`config.mk`:
```
export PLATFORM = sky130hd
export DESIGN_NAME = edit_distance_engine
export DESIGN_NICKNAME = d
export VERILOG_FILES = /design/src/edd_pkg.sv /design/src/edit_distance_engine.sv
export SDC_FILE = /design/constraint.sdc
export NUM_CORES = 1
export LEC_CHECK = 0
export ABC_AREA = 1
export BUFFER_PORTS_ARGS = -buffer_cell sky130_fd_sc_hd__clkbuf_2
export CAP_MARGIN = 20
export CELL_PAD_IN_SITES_DETAIL_PLACEMENT = 0
export CELL_PAD_IN_SITES_GLOBAL_PLACEMENT = 1
export CORE_AREA = 3 3 263 265
export CTS_CLUSTER_SIZE = 14
export DETAILED_ROUTE_END_ITERATION = 8
export DIE_AREA = 0 0 266 268
export GPL_TIMING_DRIVEN = 1
export PLACE_DENSITY = 0.74
export REMOVE_ABC_BUFFERS = 1
export SLEW_MARGIN = 0
export SYNTH_ARGS = -nofsm -noshare
export SYNTH_HDL_FRONTEND = slang
export SYNTH_SLANG_ARGS = --single-unit
```
`constraint.sdc`:
```
create_clock -name clock -period 6.52 [get_ports clock]
set_input_delay 0.326 -clock clock [delete_from_list [all_inputs] [get_ports clock]]
set_output_delay 0.326 -clock clock [all_outputs]
set_load 0.005 [all_outputs]
```
`src/edd_pkg.sv`:
```
// Shared types and constants of the edit distance engine.
`default_nettype none

package edd_pkg;

   localparam int unsigned CHAR_W      = 8;
   localparam int unsigned DIST_W      = 6;
   localparam int unsigned LIMIT_W     = 6;
   localparam logic [LIMIT_W-1:0] LIMIT_RESET = 6'd3;
   localparam logic [DIST_W-1:0]  DIST_MAX    = 6'd63;

   typedef enum logic [1:0] {
      CMD_APPEND_FIRST  = 2'd0,
      CMD_APPEND_SECOND = 2'd1,
      CMD_COMPUTE       = 2'd2,
      CMD_CLEAR         = 2'd3
   } command_type;

   typedef struct packed {
      command_type       command;
      logic [CHAR_W-1:0] char_value;
   } req_type;

   typedef struct packed {
      logic [DIST_W-1:0] distance;
      logic              is_near;
      logic              overflowed;
   } rsp_type;

endpackage

`default_nettype wire

```
`src/edit_distance_engine.sv`:
```
// Levenshtein edit distance engine: word stores, row memory and cell sequencer.
//
//   channel   ports                         direction  handshake
//   request   start, busy, req_data         in         taken when start high, busy low
//   response  rsp_strobe, rsp_data          out        one cycle, no back-pressure
//   config    csr_we, csr_wdata             in         written when csr_we high
//
// Appends and clears never raise busy.
// A compute with both words non-empty walks the m x n cell grid one cell a cycle
// through the 1R1W row memory (read at issue, written back by the execute stage):
// busy stays high through the walk and a drain state, and falls as the response appears.
// A compute with an empty word answers in the next cycle without raising busy.
// Reset empties both words, clears the drop flag and sets the near limit to 3.
// Word stores and row memory need no clearing pass; row one is built from j.
`default_nettype none

module edit_distance_engine #(
   parameter int unsigned MAX_LEN = 32
) (
   input  wire logic                         clock,
   input  wire logic                         reset,
   input  wire logic                         start,
   output      logic                         busy,
   input  wire edd_pkg::req_type             req_data,
   output      logic                         rsp_strobe,
   output      edd_pkg::rsp_type             rsp_data,
   input  wire logic                         csr_we,
   input  wire logic [edd_pkg::LIMIT_W-1:0]  csr_wdata
);

   localparam int unsigned LW = $clog2(MAX_LEN + 1);
   localparam int unsigned AW = (MAX_LEN > 1) ? $clog2(MAX_LEN) : 1;
   localparam int unsigned EW = (LW > edd_pkg::DIST_W) ? LW : edd_pkg::DIST_W;

   typedef enum logic [2:0] {
      ST_IDLE  = 3'b001,
      ST_ISSUE = 3'b010,
      ST_DRAIN = 3'b100
   } state_type;

   // Memories
   logic [edd_pkg::CHAR_W-1:0] first_mem  [MAX_LEN];
   logic [edd_pkg::CHAR_W-1:0] second_mem [MAX_LEN];
   logic [LW-1:0]              cost_mem   [MAX_LEN];

   // Control and datapath registers
   state_type                   state_ff, state_in;
   logic [LW-1:0]               first_len_ff, first_len_in;
   logic [LW-1:0]               second_len_ff, second_len_in;
   logic                        drop_ff, drop_in;
   logic [edd_pkg::LIMIT_W-1:0] limit_ff;
   logic [LW-1:0]               i_ff, i_in;
   logic [LW-1:0]               j_ff, j_in;
   logic                        exe_valid_ff;
   logic                        exe_last_ff;
   logic [LW-1:0]               exe_i_ff;
   logic [LW-1:0]               exe_j_ff;
   logic [LW-1:0]               left_ff;
   logic [LW-1:0]               diag_ff;
   logic                        fwd_ff;
   logic [LW-1:0]               fwd_data_ff;
   logic [edd_pkg::CHAR_W-1:0]  first_rd_ff;
   logic [edd_pkg::CHAR_W-1:0]  second_rd_ff;
   logic [LW-1:0]               cost_rd_ff;
   logic                        rsp_strobe_ff, rsp_strobe_in;
   edd_pkg::rsp_type            rsp_data_ff, rsp_data_in;

   // Combinational signals
   logic          accept;
   logic          issue;
   logic          issue_row_end;
   logic          issue_last;
   logic [AW-1:0] issue_addr;
   logic [AW-1:0] exe_addr;
   logic [LW-1:0] im1;
   logic [LW-1:0] jm1;
   logic [LW-1:0] exm1;
   logic [LW-1:0] up_w;
   logic [LW-1:0] left_w;
   logic [LW-1:0] diag_w;
   logic [LW:0]   c_up;
   logic [LW:0]   c_left;
   logic [LW:0]   c_diag;
   logic [LW:0]   c_min;
   logic [LW-1:0] cell_w;
   logic [LW-1:0] dist_w;
   logic          first_full;
   logic          second_full;

   assign accept        = start && (state_ff == ST_IDLE);
   assign busy          = (state_ff != ST_IDLE);
   assign issue         = (state_ff == ST_ISSUE);
   assign issue_row_end = (j_ff == second_len_ff);
   assign issue_last    = issue_row_end && (i_ff == first_len_ff);
   assign im1           = i_ff - LW'(1);
   assign jm1           = j_ff - LW'(1);
   assign exm1          = exe_j_ff - LW'(1);
   assign issue_addr    = jm1[AW-1:0];
   assign exe_addr      = exm1[AW-1:0];
   assign first_full    = (first_len_ff == LW'(MAX_LEN));
   assign second_full   = (second_len_ff == LW'(MAX_LEN));

   // Evaluate one cell: row one takes j as the row above, first column edges use i
   always_comb begin
      if (exe_i_ff == LW'(1)) begin
         up_w = exe_j_ff;
      end else if (fwd_ff) begin
         up_w = fwd_data_ff;
      end else begin
         up_w = cost_rd_ff;
      end
      left_w = (exe_j_ff == LW'(1)) ? exe_i_ff : left_ff;
      diag_w = (exe_j_ff == LW'(1)) ? (exe_i_ff - LW'(1)) : diag_ff;
      c_up   = {1'b0, up_w} + (LW+1)'(1);
      c_left = {1'b0, left_w} + (LW+1)'(1);
      c_diag = {1'b0, diag_w} + (LW+1)'(first_rd_ff != second_rd_ff);
      c_min  = (c_up < c_left) ? c_up : c_left;
      c_min  = (c_diag < c_min) ? c_diag : c_min;
      cell_w = c_min[LW-1:0];
   end

   // Sequence the cell walk and the load commands
   always_comb begin
      state_in      = state_ff;
      first_len_in  = first_len_ff;
      second_len_in = second_len_ff;
      drop_in       = drop_ff;
      i_in          = i_ff;
      j_in          = j_ff;
      unique case (state_ff)
         ST_IDLE: begin
            if (accept) begin
               unique case (req_data.command)
                  edd_pkg::CMD_APPEND_FIRST: begin
                     if (first_full) begin
                        drop_in = 1'b1;
                     end else begin
                        first_len_in = first_len_ff + LW'(1);
                     end
                  end
                  edd_pkg::CMD_APPEND_SECOND: begin
                     if (second_full) begin
                        drop_in = 1'b1;
                     end else begin
                        second_len_in = second_len_ff + LW'(1);
                     end
                  end
                  edd_pkg::CMD_COMPUTE: begin
                     if ((first_len_ff != '0) && (second_len_ff != '0)) begin
                        state_in = ST_ISSUE;
                        i_in     = LW'(1);
                        j_in     = LW'(1);
                     end
                  end
                  edd_pkg::CMD_CLEAR: begin
                     first_len_in  = '0;
                     second_len_in = '0;
                     drop_in       = 1'b0;
                  end
               endcase
            end
         end
         ST_ISSUE: begin
            if (issue_last) begin
               state_in = ST_DRAIN;
            end else if (issue_row_end) begin
               i_in = i_ff + LW'(1);
               j_in = LW'(1);
            end else begin
               j_in = j_ff + LW'(1);
            end
         end
         ST_DRAIN: begin
            state_in = ST_IDLE;
         end
         default: begin
            state_in = ST_IDLE;
         end
      endcase
   end

   // Form the response word: end of the walk, or an empty word at once
   always_comb begin
      rsp_strobe_in = 1'b0;
      dist_w        = cell_w;
      priority if (exe_valid_ff && exe_last_ff) begin
         rsp_strobe_in = 1'b1;
      end else if (accept && (req_data.command == edd_pkg::CMD_COMPUTE)
                   && ((first_len_ff == '0) || (second_len_ff == '0))) begin
         rsp_strobe_in = 1'b1;
         dist_w        = (first_len_ff == '0) ? second_len_ff : first_len_ff;
      end else begin
         rsp_strobe_in = 1'b0;
      end
      rsp_data_in.distance   = (EW'(dist_w) > EW'(edd_pkg::DIST_MAX)) ?
                               edd_pkg::DIST_MAX : edd_pkg::DIST_W'(dist_w);
      rsp_data_in.is_near    = (EW'(dist_w) < EW'(limit_ff));
      rsp_data_in.overflowed = drop_ff;
   end

   // Hold control state
   always_ff @(posedge clock) begin
      if (reset) begin
         state_ff      <= ST_IDLE;
         first_len_ff  <= '0;
         second_len_ff <= '0;
         drop_ff       <= 1'b0;
         limit_ff      <= edd_pkg::LIMIT_RESET;
         exe_valid_ff  <= 1'b0;
         rsp_strobe_ff <= 1'b0;
      end else begin
         state_ff      <= state_in;
         first_len_ff  <= first_len_in;
         second_len_ff <= second_len_in;
         drop_ff       <= drop_in;
         exe_valid_ff  <= issue;
         rsp_strobe_ff <= rsp_strobe_in;
         if (csr_we) begin
            limit_ff <= csr_wdata;
         end
      end
   end

   // Advance the issue counters and the execute stage
   always_ff @(posedge clock) begin
      i_ff         <= i_in;
      j_ff         <= j_in;
      exe_i_ff     <= i_ff;
      exe_j_ff     <= j_ff;
      exe_last_ff  <= issue_last;
      left_ff      <= cell_w;
      diag_ff      <= up_w;
      fwd_ff       <= issue && exe_valid_ff && (issue_addr == exe_addr);
      fwd_data_ff  <= cell_w;
      rsp_data_ff  <= rsp_data_in;
   end

   // First word store: append on load, read the row character at each row start
   always_ff @(posedge clock) begin
      if (accept && (req_data.command == edd_pkg::CMD_APPEND_FIRST) && !first_full) begin
         first_mem[first_len_ff[AW-1:0]] <= req_data.char_value;
      end
      if (issue && (j_ff == LW'(1))) begin
         first_rd_ff <= first_mem[im1[AW-1:0]];
      end
   end

   // Second word store: append on load, read one character per cell
   always_ff @(posedge clock) begin
      if (accept && (req_data.command == edd_pkg::CMD_APPEND_SECOND) && !second_full) begin
         second_mem[second_len_ff[AW-1:0]] <= req_data.char_value;
      end
      if (issue) begin
         second_rd_ff <= second_mem[issue_addr];
      end
   end

   // Row memory: read the cell above, write back the finished cell
   always_ff @(posedge clock) begin
      if (exe_valid_ff) begin
         cost_mem[exe_addr] <= cell_w;
      end
      if (issue) begin
         cost_rd_ff <= cost_mem[issue_addr];
      end
   end

   assign rsp_strobe = rsp_strobe_ff;
   assign rsp_data   = rsp_data_ff;

endmodule

`default_nettype wire

```
==> impl_metrics.env <==
export IMPL_dp_hpwl_mm=47.5
export IMPL_cts_buffer_depth=3
export IMPL_dieArea_mm2=0.0713
export IMPL_slew_headroom_pct=31.8
export IMPL_cts_buffers=82
export IMPL_initial_core_util_pct=49.0
export IMPL_cts_tree="yes"
export IMPL_yosysUniqueCellTypes=49
export IMPL_start_kind="register"
export IMPL_hold_viol_final=0
export IMPL_drt_iter0_markers=2022
export IMPL_place_inst=3476
export IMPL_wl_mm=81.5
export IMPL_first_global_vias=20582
export IMPL_hp_class="in2reg"
export IMPL_cp_slowest_stage_delay_ns=0.38
export IMPL_ir_drop_mv=0.225
export IMPL_final_common_cell="edfxtp_1"
export IMPL_fin_skew_ns=0.0270
export IMPL_synthCells=2693
export IMPL_groute_usage_overall_pct=22.7
export IMPL_cp_end_kind="register"
export IMPL_fin_nets=2751
export IMPL_core_area_mm2=0.0670
export IMPL_clkSinkCount=796
export IMPL_post_cts_resize_count=0
export IMPL_diodes=0
export IMPL_ys_ff_latch=796
export IMPL_grt_max_degree=227
export IMPL_instances_no_fill=3628
export IMPL_slew_viol_final=0
export IMPL_yosys_warnings=0
export IMPL_area_growth_pct=11.3
export IMPL_num_vias=21305
export IMPL_path_class="reg2reg"
export IMPL_cp_arrival_ns=5.93
export IMPL_avgSynthCellArea_um2=12.2
export IMPL_routabilityCongestion=0.849
export IMPL_stdcell_area_mm2=0.0366
export IMPL_routed_via_density=5.87
export IMPL_port_buffers=29
export IMPL_cpMaxStageDelayCell="o21ai_2"
export IMPL_yosys_area_share_adder_pct=1.45
export IMPL_ys_flop_type="edfxtp_1"
export IMPL_power_density_mw_per_mm2=282
export IMPL_final_min_clock_period_ns=5.39
export IMPL_dpl_cell_area_mm2=0.0338
export IMPL_rsz0062_at_grt="no"
export IMPL_ios=30
export IMPL_ctsHtreeMaxLevel=3
export IMPL_final_util_pct=54.6
export IMPL_synth_compound_area_share_pct=13.2
export IMPL_grt_overflow_total=0
export IMPL_synthXorXnorAreaFrac_pct=0.720
export IMPL_row_count=95
export IMPL_final_antenna_net_count=0
export IMPL_crit_fanout=34
export IMPL_pre_cts_slack_ns=1.22
export IMPL_cp_top_family="compound AO/OA/AOI/OAI gates"
export IMPL_synth_edf_count=738
export IMPL_antenna_found_initial=1
export IMPL_setup_viol=0
export IMPL_tightestPinTransition_ns=1.02
export IMPL_period_share_pct=82.7
export IMPL_netlist_area_mm2=0.0329
export IMPL_root_buffer="clkbuf_16"
export IMPL_run_status="completed"
export IMPL_p_leak_nw=11.9
export IMPL_die_x_um=266
export IMPL_drv_cap=0
export IMPL_firstDrtPassIters=5
export IMPL_drive_gt1_share_pct=8.46
export IMPL_remaining_drc_errors=0
export IMPL_async_flop_share_pct=0
export IMPL_die_h_um=268
export IMPL_ys_seq_area_share_pct=71.0
export IMPL_fmax_ghz=0.185
export IMPL_final_cell_mix="738 x edfxtp_1, 557 x nor2_1, 429 x o21ai_0"
export IMPL_insertion_delay_ns=0.63
export IMPL_cpMostUsedCell="ha_1"
export IMPL_layout_setup_ws_ns=1.13
export IMPL_yosys_area_share_simple_pct=10.5
export IMPL_cts_reportedPaths_clkPinSlew_ns=0.06
export IMPL_grt_pass1_wl_mm=124
export IMPL_p_total_mw=10.3
export IMPL_worstPathRequired_ns=7.06
export IMPL_crit_buf_inv=5
export IMPL_muxShareOfSynthArea_pct=0.0609
export IMPL_synth_top_family_by_area="compound AO/OA/AOI/OAI gates"
export IMPL_post_drt_wl_per_cell_um=22.5
==> routing by layer <==
layer	routed length [um]	global-route usage [%]	vias to the layer above
li1	-	-	9916
met1	36200	32.8	10612
met2	38400	35.9	646
met3	4770	3.38	129
met4	2120	7.44	2
met5	13	0	-
==> layout make-up <==
class	count	area, um2
Multi-Input combinational cell	1627	8570
Tap cell	873	1090
Timing Repair Buffer	68	479
Clock buffer	102	2230
Clock inverter	44	435
Sequential cell	796	23300
Inverter	118	450
Fill cell	5657	30500
==> worst paths after layout <==
| kind | from | end | slack, ns | depth (start not counted) |
|---|---|---|---|---|
| worst max-delay path | exe_i_ff[1]$_DFF_P_ | rsp_data[1]$_DFF_P_ | 1.13 | 32 |
| worst min-delay path | csr_wdata[5] | limit_ff[5]$_SDFFE_PP0P_ | 0.02 | 3 |
| worst min register to register | drop_ff$_SDFFE_PP0P_ | rsp_data[0]$_DFF_P_ | 0.43 | 0 |
| worst max register to register | exe_i_ff[1]$_DFF_P_ | rsp_data[1]$_DFF_P_ | 1.13 | 32 |
==> report_power, final <==
part	internal, mW	total (mW)	switching, mW
Sequential	5.56	5.57	0.00526
Clock	2.71	4.63	1.91
Combinational	0.0282	0.129	0.101
==> cell families (layout without fill, tap and decap cells) <==
group,after synthesis,after routing
buffers and inverters,270,332
AND/OR/NAND/NOR,828,828
multiplexers,2,2
flip-flops,796,796
AO/OA/AOI/OAI,732,732
XOR/XNOR,27,27
adder cells (fa/ha/maj),38,38
==> worst register-to-register path: cells and delay by family, from the launching register on <==
kind,cells,cell delay (ns)
AND/OR/NAND/NOR,12,1.29
flip-flops,1,0.30
buffers and inverters,5,0.73
adder cells (fa/ha/maj),5,1.34
AO/OA/AOI/OAI,10,1.66
==> Yosys cell counts (2+ instances only) <==
cell type,instances,area share (%)
o221ai_1,86,2.3
a31oi_1,26,0.49
nand2_4,3,0.10
clkbuf_1,146,1.7
o21ai_0,429,6.5
nor2_1,558,6.4
xnor2_1,10,0.27
o31ai_1,2,0.046
a21oi_1,22,0.34
o211ai_1,50,1.1
o21ai_4,2,0.099
buf_1,4,0.046
dfxtp_1,58,3.5
o21ai_1,8,0.12
nand3_1,65,0.99
mux2i_1,2,0.061
nand3_4,2,0.11
ha_1,38,1.4
nand2_2,6,0.11
xor2_1,17,0.45
buf_6,2,0.069
nor3_1,11,0.17
o22ai_1,94,1.8
nor4_1,5,0.095
a2111oi_0,2,0.053
nor2_2,4,0.076
nand3_2,5,0.15
nor2_4,6,0.21
or2_2,2,0.038
o21ai_2,4,0.11
inv_1,111,1.3
nand3b_1,2,0.046
inv_2,6,0.069
edfxtp_1,738,67
nand4_1,12,0.23
nor3b_1,4,0.091
nand2_1,139,1.6
==> sequential cells by signal (all words and copies together) (netlist names), 3 cells and up <==
signal         count
first_len_ff       6
second_rd_ff       8
cost_rd_ff         6
diag_ff            6
j_ff               6
second_len_ff      6
exe_j_ff           6
fwd_data_ff        6
limit_ff           6
first_mem        256
i_ff               6
cost_mem         192
state_ff           3
rsp_data           8
second_mem       256
exe_i_ff           6
first_rd_ff        8
==> stage by stage <==
| step | setup TNS, ns | hold slack (ns) |
|---|---|---|
| 2_1_floorplan | -135.14 | 0.331 |
| 3_3_place_gp | 0 | 0.425 |
| 3_5_place_dp | 0 | 0.419 |
| 4_1_cts | 0 | 0.000878 |
| 5_1_grt | 0 | 0.0518 |
| 6_report | 0 | 0.0234 |
==> timing repair <==
item,4_1_cts,5_1_grt
hold endpoints to repair,2,0
hold buffers,5,0
buffers inserted,0,0
No activity file was read; power rests on OpenSTA's default activity.
